===== config.mk =====
export PLATFORM = sky130hd
export DESIGN_NAME = iteration_adaptive_step_control
export DESIGN_NICKNAME = d
export VERILOG_FILES = /design/src/sv/iasc_pkg.sv /design/src/sv/iasc_decide.sv /design/src/sv/iteration_adaptive_step_control.sv
export SDC_FILE = /design/constraint.sdc
export NUM_CORES = 2
export LEC_CHECK = 0
export BUFFER_PORTS_ARGS = -buffer_cell sky130_fd_sc_hd__clkbuf_2
export CAP_MARGIN = 15
export CORE_ASPECT_RATIO = 0.6
export CORE_MARGIN = 2
export CORE_UTILIZATION = 45
export CTS_BUF_LIST = sky130_fd_sc_hd__clkbuf_16
export DETAILED_ROUTE_END_ITERATION = 10
export GPL_ROUTABILITY_DRIVEN = 0
export MAX_ROUTING_LAYER = met4
export PLACE_DENSITY = 0.6
export SYNTH_ARGS = -nofsm -noshare
export SYNTH_HDL_FRONTEND = slang
export SYNTH_SLANG_ARGS = --single-unit

===== constraint.sdc =====
create_clock -name clk -period 20.8 [get_ports clk]
set_clock_uncertainty 0.15 [all_clocks]
set_input_delay 3.12 -clock clk [delete_from_list [all_inputs] [get_ports clk]]
set_output_delay 3.12 -clock clk [all_outputs]
set_load 0.005 [all_outputs]

===== src/sv/iasc_pkg.sv =====
// ----------------------------------------------------------------------------
// iasc_pkg: shared types and arithmetic for the adaptive step controller
// Step and counter widths, the register map, the configuration and state
// records, and the saturating Q.16 step scaling.
// ----------------------------------------------------------------------------
package iasc_pkg;

	localparam int STEP_W   = 32;
	localparam int COUNT_W  = 16;
	localparam int ITER_W   = 16;
	localparam int RED_W    = 17;
	localparam int RAISE_W  = 24;
	localparam int FRAC_W   = 16;
	localparam int CFG_W    = 32;
	localparam int IDX_W    = 3;
	localparam int PROD_W   = STEP_W + RAISE_W;
	localparam int SCALED_W = PROD_W - FRAC_W;

	localparam logic [IDX_W-1:0] REG_REDUCTION_FACTOR = 3'd0;
	localparam logic [IDX_W-1:0] REG_RAISE_FACTOR     = 3'd1;
	localparam logic [IDX_W-1:0] REG_STEPS_BEFORE_RED = 3'd2;
	localparam logic [IDX_W-1:0] REG_STEPS_BEFORE_RSE = 3'd3;
	localparam logic [IDX_W-1:0] REG_MIN_ITERS        = 3'd4;
	localparam logic [IDX_W-1:0] REG_MAX_ITERS        = 3'd5;
	localparam logic [IDX_W-1:0] REG_MIN_STEP         = 3'd6;
	localparam logic [IDX_W-1:0] REG_INITIAL_STEP     = 3'd7;

	localparam logic [RED_W-1:0]   RST_REDUCTION_FACTOR = RED_W'(32768);
	localparam logic [RAISE_W-1:0] RST_RAISE_FACTOR     = RAISE_W'(131072);
	localparam logic [COUNT_W-1:0] RST_STEPS_BEFORE     = COUNT_W'(1);
	localparam logic [ITER_W-1:0]  RST_MIN_ITERS        = ITER_W'(1);
	localparam logic [ITER_W-1:0]  RST_MAX_ITERS        = ITER_W'(0);
	localparam logic [STEP_W-1:0]  RST_MIN_STEP         = STEP_W'(1);
	localparam logic [STEP_W-1:0]  RST_INITIAL_STEP     = STEP_W'(65536);

	typedef struct packed {
		logic [RED_W-1:0]   reduction_factor;
		logic [RAISE_W-1:0] raise_factor;
		logic [COUNT_W-1:0] steps_before_reduction;
		logic [COUNT_W-1:0] steps_before_raise;
		logic [ITER_W-1:0]  min_iters;
		logic [ITER_W-1:0]  max_iters;
		logic [STEP_W-1:0]  min_step;
	} cfg_t;

	typedef struct packed {
		logic [STEP_W-1:0]  current_step;
		logic               last_chance;
		logic [COUNT_W-1:0] steps_since_reduction;
		logic [COUNT_W-1:0] steps_since_raise;
	} state_t;

	// Step times a Q.16 factor, truncated, saturated to the step width.
	function automatic logic [STEP_W-1:0] scale_step(input logic [STEP_W-1:0] step,
		input logic [RAISE_W-1:0] factor);
		logic [PROD_W-1:0]   prod;
		logic [SCALED_W-1:0] scaled;
		prod   = PROD_W'(step) * PROD_W'(factor);
		scaled = prod[PROD_W-1:FRAC_W];
		if (|scaled[SCALED_W-1:STEP_W]) begin
			return '1;
		end
		return scaled[STEP_W-1:0];
	endfunction

	function automatic logic [COUNT_W-1:0] count_up(input logic [COUNT_W-1:0] c);
		return (c == '1) ? c : c + COUNT_W'(1);
	endfunction

endpackage


===== src/sv/iasc_decide.sv =====
// ----------------------------------------------------------------------------
// iasc_decide: next-step decision logic
// Takes the registered state, the configuration and one item and forms the
// next state; the new step of the result is the next current step.
// ----------------------------------------------------------------------------
module iasc_decide import iasc_pkg::*; (
	input  cfg_t               cfg,
	input  state_t             state,
	input  logic               func,
	input  logic [ITER_W-1:0]  performed_iters,
	input  logic [STEP_W-1:0]  max_step,
	output state_t             next_state
);

	logic [STEP_W-1:0]  shrunk;
	logic [STEP_W-1:0]  raised;
	logic [STEP_W-1:0]  shrunk_ceil;
	logic [STEP_W-1:0]  floored;
	logic [STEP_W-1:0]  raised_ceil;
	logic [COUNT_W-1:0] inc_red;
	logic [COUNT_W-1:0] inc_rse;
	logic               may_raise;

	// The two products run side by side from the state register.
	assign shrunk = scale_step(state.current_step, RAISE_W'(cfg.reduction_factor));
	assign raised = scale_step(state.current_step, cfg.raise_factor);

	assign shrunk_ceil = (shrunk < max_step) ? shrunk : max_step;
	assign floored     = (shrunk > cfg.min_step) ? shrunk : cfg.min_step;
	assign raised_ceil = (raised < max_step) ? raised : max_step;

	assign inc_red = count_up(state.steps_since_reduction);
	assign inc_rse = count_up(state.steps_since_raise);

	assign may_raise = (performed_iters <= cfg.min_iters)
		&& (inc_red > cfg.steps_before_reduction)
		&& (inc_rse > cfg.steps_before_raise)
		&& (state.current_step < max_step);

	always_comb begin
		next_state = state;
		if (func) begin
			priority if (shrunk > cfg.min_step) begin
				next_state.last_chance           = 1'b0;
				next_state.steps_since_reduction = '0;
				next_state.current_step          = shrunk_ceil;
			end else if (!state.last_chance) begin
				// First time at the floor: fall back to it unclamped.
				next_state.last_chance  = 1'b1;
				next_state.current_step = cfg.min_step;
			end else begin
				next_state.current_step = shrunk_ceil;
			end
		end else begin
			next_state.steps_since_reduction = inc_red;
			next_state.steps_since_raise     = inc_rse;
			priority if (performed_iters > cfg.max_iters) begin
				next_state.steps_since_reduction = '0;
				next_state.last_chance           = 1'b0;
				next_state.current_step = (floored < max_step) ? floored : max_step;
			end else if (may_raise) begin
				next_state.steps_since_raise = '0;
				next_state.current_step      = raised_ceil;
			end else begin
				next_state.current_step = state.current_step;
			end
		end
	end

endmodule


===== src/sv/iteration_adaptive_step_control.sv =====
// ----------------------------------------------------------------------------
// iteration_adaptive_step_control: adaptive solver step-size controller
// Input stage, then output register; one item per cycle sustained with
// no output stall, set by the current-step loop through both products.
// Reset loads register defaults, current step 65536, counters and flag zero.
// ----------------------------------------------------------------------------
module iteration_adaptive_step_control import iasc_pkg::*; (
	input  logic              clk,
	input  logic              arst_n,
	input  logic              cfg_we,
	input  logic [IDX_W-1:0]  cfg_index,
	input  logic [CFG_W-1:0]  cfg_data,
	input  logic              s_tvalid,
	output logic              s_tready,
	input  logic [47:0]       s_tdata,   // performed_iters[15:0], max_step[47:16]
	input  logic              s_tuser,   // func[0]
	output logic              m_tvalid,
	input  logic              m_tready,
	output logic [31:0]       m_tdata    // new_step[31:0]
);

	cfg_t               cfg_q;
	state_t             state_q;
	state_t             next_state;

	logic               valid_s1;
	logic               func_s1;
	logic [ITER_W-1:0]  iters_s1;
	logic [STEP_W-1:0]  max_step_s1;
	logic               out_valid_q;
	logic [STEP_W-1:0]  out_step_q;
	logic               advance;

	assign advance  = valid_s1 && (!out_valid_q || m_tready);
	assign s_tready = !valid_s1 || advance;
	assign m_tvalid = out_valid_q;
	assign m_tdata  = out_step_q;

	always_ff @(posedge clk or negedge arst_n) begin
		if (!arst_n) begin
			cfg_q.reduction_factor       <= RST_REDUCTION_FACTOR;
			cfg_q.raise_factor           <= RST_RAISE_FACTOR;
			cfg_q.steps_before_reduction <= RST_STEPS_BEFORE;
			cfg_q.steps_before_raise     <= RST_STEPS_BEFORE;
			cfg_q.min_iters              <= RST_MIN_ITERS;
			cfg_q.max_iters              <= RST_MAX_ITERS;
			cfg_q.min_step               <= RST_MIN_STEP;
		end else if (cfg_we) begin
			unique case (cfg_index)
				REG_REDUCTION_FACTOR: cfg_q.reduction_factor <= cfg_data[RED_W-1:0];
				REG_RAISE_FACTOR:     cfg_q.raise_factor <= cfg_data[RAISE_W-1:0];
				REG_STEPS_BEFORE_RED: cfg_q.steps_before_reduction <= cfg_data[COUNT_W-1:0];
				REG_STEPS_BEFORE_RSE: cfg_q.steps_before_raise <= cfg_data[COUNT_W-1:0];
				REG_MIN_ITERS:        cfg_q.min_iters <= cfg_data[ITER_W-1:0];
				REG_MAX_ITERS:        cfg_q.max_iters <= cfg_data[ITER_W-1:0];
				REG_MIN_STEP:         cfg_q.min_step <= cfg_data[STEP_W-1:0];
				default: begin
				end
			endcase
		end
	end

	// The initial step register only ever feeds the current step, so a write
	// to it goes straight into the state.
	always_ff @(posedge clk or negedge arst_n) begin
		if (!arst_n) begin
			state_q.current_step          <= RST_INITIAL_STEP;
			state_q.last_chance           <= 1'b0;
			state_q.steps_since_reduction <= '0;
			state_q.steps_since_raise     <= '0;
		end else if (cfg_we && cfg_index == REG_INITIAL_STEP) begin
			state_q.current_step <= cfg_data[STEP_W-1:0];
		end else if (advance) begin
			state_q <= next_state;
		end
	end

	always_ff @(posedge clk or negedge arst_n) begin
		if (!arst_n) begin
			valid_s1    <= 1'b0;
			out_valid_q <= 1'b0;
		end else begin
			if (s_tready) begin
				valid_s1 <= s_tvalid;
			end
			if (advance) begin
				out_valid_q <= 1'b1;
			end else if (m_tready) begin
				out_valid_q <= 1'b0;
			end
		end
	end

	always_ff @(posedge clk) begin
		if (s_tvalid && s_tready) begin
			func_s1     <= s_tuser;
			iters_s1    <= s_tdata[ITER_W-1:0];
			max_step_s1 <= s_tdata[ITER_W+STEP_W-1:ITER_W];
		end
		if (advance) begin
			out_step_q <= next_state.current_step;
		end
	end

	iasc_decide u_decide (
		.cfg             (cfg_q),
		.state           (state_q),
		.func            (func_s1),
		.performed_iters (iters_s1),
		.max_step        (max_step_s1),
		.next_state      (next_state)
	);

`ifndef NO_ASSERTIONS
	a_ready_when_empty: assert property (@(posedge clk) disable iff (!arst_n)
		!valid_s1 |-> s_tready)
		else $error("input stage empty but not ready");

	a_result_follows: assert property (@(posedge clk) disable iff (!arst_n)
		advance |=> m_tvalid)
		else $error("processed item produced no result");

	a_result_is_state: assert property (@(posedge clk) disable iff (!arst_n)
		advance |=> (m_tdata == state_q.current_step))
		else $error("result step differs from the updated current step");

	a_no_overrun: assert property (@(posedge clk) disable iff (!arst_n)
		(m_tvalid && !m_tready && valid_s1) |-> !s_tready)
		else $error("input accepted while both stages are full and stalled");
`endif

endmodule


# Yosys cells after proc, flatten, opt, wreduce, memory -nomap -nowiden
# Cells that the tools add are included.
[word_totals]
register_bits = 285
out_inout_bits = 34
elab_cells = 93
[op_classes]
n_addsub = 2
n_mul = 2
n_lt_le_gt_ge = 9
eq_ne = 10
muxes = 26
bitwise_logic = 2
n_reduce_logical = 25
[ops]
columns = ["op", "count"]
rows = [
  ["$mux W32", 12],
  ["$lt A32 B32 Y1", 4],
  ["$mux W16", 6],
  ["$mux W65", 1],
  ["$mul A32 B24 Y56", 1],
  ["$mul A32 B17 Y49", 1],
  ["$mux W49", 1],
  ["$gt A16 B16 Y1", 3],
  ["$mux W33", 1],
  ["$add A16 B1 Y16 const B", 2],
  ["$eq A16 B16 Y1 const B", 2],
  ["$gt A32 B32 Y1", 1],
  ["$mux W17", 1],
  ["$le A16 B16 Y1", 1],
  ["$reduce_and A2 Y1", 7],
  ["$eq A3 B3 Y1 const B", 4],
  ["$reduce_and A3 Y1", 3],
  ["$reduce_or A8 Y1", 1],
  ["$eq A3 B2 Y1 const B", 2],
  ["$logic_and A1 B1 Y1", 6],
  ["$reduce_bool A2 Y1", 3],
  ["$mux W1", 4],
  ["$eq A3 B1 Y1 const B", 1],
  ["$logic_not A3 Y1", 1],
  ["other kinds (4)", 7],
]

# Depth between registers and ports, before layout
[depth]
word_depth = 11
ltp_mapped = 54
ltp_nobuf = 45

# Cells and area by module
# Synthesis repeated with hierarchy kept, for this count alone.
[hier_totals]
hier_cells = 6756
hier_area_um2 = 60656.9
[modules_own_cells]
columns = ["mod", "instances", "cells_each", "area_per_inst_um2", "seq_area_each_um2"]
rows = [
  ["iasc_decide", 1, 6117, 50161.9, 0.0],
  ["iteration_adaptive_step_control", 1, 639, 10495.1, 7546.0],
]

# Least setup slack after synthesis
# Ideal clock, no wire load.
[synth_path]
path_kind = "reg2reg"
start = "register state_q[49] (netlist bit)"
end = "register state_q[36] (netlist bit)"
setup_ps = 77
arrival_time_ps = 11474
t_required_ps = 20573
slack_ps = 9099
stages_incl_launch_ff = 50
path_buffers = 11
synth_period_minus_slack_ps = 11701
cell_sequence = "dfstp_2 -> clkbuf_1 -> clkbuf_1 -> nand2_1 -> fa_1 -> fa_1 -> fa_1 -> inv_1 -> fa_1 -> fa_1 -> inv_1 -> fa_1 -> inv_1 -> ha_1 -> clkbuf_1 -> o21ai_0 -> o21bai_1 -> a21oi_1 -> [... 14 more ...] -> clkbuf_1 -> nand3_1 -> o21ai_0 -> inv_1 -> ha_1 -> nand4_1 -> nor4_1 -> and3_1 -> a221o_1 -> nor3_1 -> nand4_1 -> a2bb2oi_2 -> buf_2 -> clkbuf_1 -> a211oi_1 -> a311oi_1 -> o2111ai_1 -> a21oi_1"
[synth_between]
elab_chain_cells = 11
elab_cells_between_ends = 24
cone_classes = "2 x mul; 5 x order compare; 15 x mux; 2 x reduce/logical"
[synth_rtl]
columns = ["element", "line", "source"]
rows = [
  ["start: declaration", "iteration_adaptive_step_control.sv:23", "state_t state_q;"],
  ["start signal: assignment", "iteration_adaptive_step_control.sv:74", "state_q <= next_state;"],
  ["$mul A32 B17 Y49 / $mul A32 B24 Y56 (equally long branches)", "iasc_pkg.sv:58", "prod = PROD_W'(step) * PROD_W'(factor);"],
  ["$mux W1 / $reduce_or A8 Y1 (equally long branches)", "iasc_pkg.sv:60", "if (|scaled[SCALED_W-1:STEP_W]) begin"],
  ["$mux W32 / $mux W1 (equally long branches)", "iasc_pkg.sv:63, iasc_pkg.sv:60", ""],
  ["$gt A32 B32 Y1 / $mux W32 (equally long branches)", "iasc_decide.sv:29, iasc_decide.sv:43, iasc_pkg.sv:63", ""],
  ["$mux W32 / $lt A32 B32 Y1 (equally long branches)", "iasc_decide.sv:29, iasc_decide.sv:30", ""],
  ["$lt A32 B32 Y1 / $mux W32 (equally long branches)", "iasc_decide.sv:60, iasc_decide.sv:30", ""],
  ["$mux W32, on equally long branches", "iasc_decide.sv:60, iasc_decide.sv:61", ""],
  ["$mux W32", "iasc_decide.sv:57", "priority if (performed_iters > cfg.max_iters) begin"],
  ["$mux W49 (*)", "iasc_decide.sv:42", "if (func) begin"],
  ["$mux W65 (*)", "iteration_adaptive_step_control.sv:73", "end else if (advance) begin"],
  ["$mux W32 (*)", "iteration_adaptive_step_control.sv:71", "end else if (cfg_we && cfg_index == REG_INITIAL_STEP) begin"],
]
# Every way passes the cells marked *; elsewhere a longest branch is shown, timed or not. The select of a mux whose other input is x is not followed.
# A chain may end at the register's enable or synchronous reset.

# Worst setup path in the final report
[layout_path]
start = "register state_q[53] (netlist bit)"
end = "register state_q[62] (netlist bit)"
# Same word-level chain as after synthesis.

==> summary.md <==
| Metric | Value |
|---|---|
| Status | `completed` |
| CTS Root Cell | `clkbuf_16` |
| Initial Utilization | `45.29%` |
| ANT nets after route | `0` |
| Clk sinks | `285` |
| Met2 GRT Util | `40.59%` |
| Worst-Margin Slew | `1.346 ns` |
| Fmax | `0.06280 GHz` |
| Type of origin of the critical path | `flop` |
| Fin nets | `8459` |
| Hold Path Class | `flop to flop` |
| RSZ-0062 raised after global routing | `false` |
| Final Hold Viols | `0` |
| Via/cell ratio | `5.884` |
| Top cell by count, worst path | `inv_1` |
| CP peak stage delay | `1.04 ns` |
| Critical path endpoint category | `flop` |
| GRT overflow | `0` |
| Number of synthesized flops with an enable pin | `81` |
| Netlist cell types | `91` |
| Multi-input logic area | `0.04664 sq mm` |
| Die width | `477.9 microns` |
| Slowest cell on crit path | `nor4_1` |
| H-tree Lvls | `1` |
| DIE AREA | `0.1378 sq mm` |
| Crit path time final | `15.92 ns` |
| Initial drt markers | `6343` |
| Sequential cell area | `0.007586 sq mm` |
| CTS max path bufs | `3` |
| Setup_tns | `0 ns` |
| Met3 usage | `13.13%` |
| Postcts setup bufs | `0` |
| Final period utilization | `76.56%` |
| Ports | `123` |
| Met1 Use GR | `48.45%` |
| Die Height | `288.4 microns` |
| Clock buffer count from CTS | `28` |
| CP Max Fanout | `58` |
| Mapped Nets | `8579` |
| Sequential share of the synthesized area | `12.44%` |
| Finished Cell Area | `0.06403 sq mm` |
| Pin count of the biggest net entering global routing | `83` |
| WL final | `217000 microns` |
| YS warnings | `0` |
| Placed Area | `0.06300 sq mm` |
| Yosys reg bits | `285` |
| Core area | `0.1339 sq mm` |
| FFs w/ async S/R, synth | `71.58%` |
| Overall routing resource usage | `32.54%` |
| CTS resizes | `0` |
| Drt pass-1 iters | `9` |
| Hold Slack | `0.3575 ns` |
| Share of cells above drive strength 1 | `7.256%` |
| Setup CP Type | `flop to flop` |
| First-pass GRT wire length | `325000 microns` |
| Most used routing layer | `met1` |
| Commonest non-fill, non-tap cell in the layout | `inv_1` |
| Syn Area/Cell | `8.834 sq um` |
| Syn-to-layout area delta | `5.589%` |
| Relative slew margins | `7.916%` |
| Area of the mapped netlist | `0.06064 sq mm` |
| Vias in the first global route | `50116` |
| Post-Synthesis Cells | `6865` |
| Worst endpoint required time | `21.17 ns` |
| DR vias | `50542` |
| Average wire per standard cell | `25.26 microns` |
| Max-Cap Viols | `0` |
| Max Slew Vio Count | `0` |
| Commonest cells after routing, fill and taps aside | `1344 x inv_1, 1145 x nand2_1, 1104 x fa_1` |
| Final HPWL DP | `167400 microns` |
| Critical path arrival | `16.30 ns` |
| Top FF cell, synth | `dfrtp_1` |
| Clock-pin transition on the worst setup and hold timing paths | `0.10 ns` |
| Final setup viols | `0` |
| DRC Markers | `0` |
| CTS tree | `built` |
| Quantity of hold-fixing buffers added after cts | `0` |
| Worst skew pair latency | `0.65 ns` |
| # rows | `104` |
| Initial antenna violation count | `13` |
| Layout filler cell count | `12721` |
| Port bufs | `122` |
-- metrics by stage --
stage | setup WS, ns | utilization (%) | std cells
global route | 4.741 | 47.80 | 8580
global placement | 5.917 | 47.03 | 8511
CTS | 6.160 | 47.75 | 8565
detailed placement | 6.166 | 47.05 | 8513
finish | 4.876 | 47.82 | 8590
floorplan | 9.099 | - | 6865
-- cells by family (layout without fill, tap and decap cells) --
| kind of cell | Yosys count | after routing | share of synthesized area [%] |
|---|---|---|---|
| multiplexers | 127 | 127 | 2.344 |
| XOR/XNOR | 89 | 89 | 1.285 |
| adder cells (fa/ha/maj) | 1625 | 1625 | 47.19 |
| AND/OR/NAND/NOR | 2141 | 2141 | 16.47 |
| other | 0 | 21 | 0 |
| buffers and inverters | 1733 | 1635 | 10.78 |
| AO/OA/AOI/OAI | 865 | 865 | 9.487 |
| flip-flops | 285 | 285 | 12.44 |
-- layer usage --
layer / routed length (microns) / up-vias
met4: 5210 / 0
met1: 96990 / 25651
met5: 0 / -
li1: - / 21262
met3: 33840 / 426
met2: 80960 / 3203
-- layout make-up --
cell class / instances / area share, %
Sequential cell: 285 / 11.85
Timing Repair Buffer: 239 / 2.376
Antenna cell: 21 / 0.08207
Clock buffer: 29 / 1.133
Tap cell: 1802 / 3.521
Multi-Input combinational cell: 4847 / 72.84
Inverter: 1344 / 7.879
Clock inverter: 23 / 0.3263
-- registers in the layout, indices dropped and copies added (netlist names) --
register	flops
m_tvalid	1
valid_s1	1
m_tdata	32
cfg_q	137
func_s1	1
iters_s1	16
max_step_s1	32
state_q	65
-- synthesized netlist by cell type (all sizes together), types with 32 or more instances --
| master | number | area [sq um] |
|---|---|---|
| inv | 1343 | 5041 |
| nand2 | 1145 | 4298 |
| a21oi | 234 | 1190 |
| mux2 | 120 | 1351 |
| nor2 | 199 | 747.0 |
| o21ai | 189 | 945.9 |
| xnor2 | 59 | 516.8 |
| a21o | 68 | 510.5 |
| fa | 1104 | 22100 |
| nor3 | 50 | 250.2 |
| nand3 | 68 | 340.3 |
| clkbuf | 374 | 1404 |
| o211ai | 35 | 262.8 |
| dfrtp | 197 | 4930 |
| a22o | 36 | 315.3 |
| a211oi | 32 | 240.2 |
| edfxtp | 81 | 2432 |
| and2 | 452 | 2828 |
| ha | 521 | 6519 |
| nand4 | 83 | 519.3 |
-- worst max-delay path: cells and delay by family, from the launching register on --
| family | cells | cell delay [ns] |
|---|---|---|
| AO/OA/AOI/OAI | 18 | 5.52 |
| adder cells (fa/ha/maj) | 9 | 4.02 |
| AND/OR/NAND/NOR | 9 | 2.67 |
| buffers and inverters | 11 | 2.58 |
| flip-flops | 1 | 0.77 |
-- final timing paths --
path	startpoint	endpoint	slack (ns)	depth (start not counted)
worst max register to register	state_q[53]	state_q[62]	4.88	47
worst min register to register	cfg_q[40]	cfg_q[40]	0.36	1
min in group asynchronous	arst_n	cfg_q[30]	2.39	1
worst min-delay path	cfg_q[40]	cfg_q[40]	0.36	1
max in group asynchronous	arst_n	state_q[44]	15.62	3
worst max-delay path	state_q[53]	state_q[62]	4.88	47
Power is left out: the tool's default activity adds up to more than one toggle a clock period on the data nets, which glitch-free logic cannot reach.
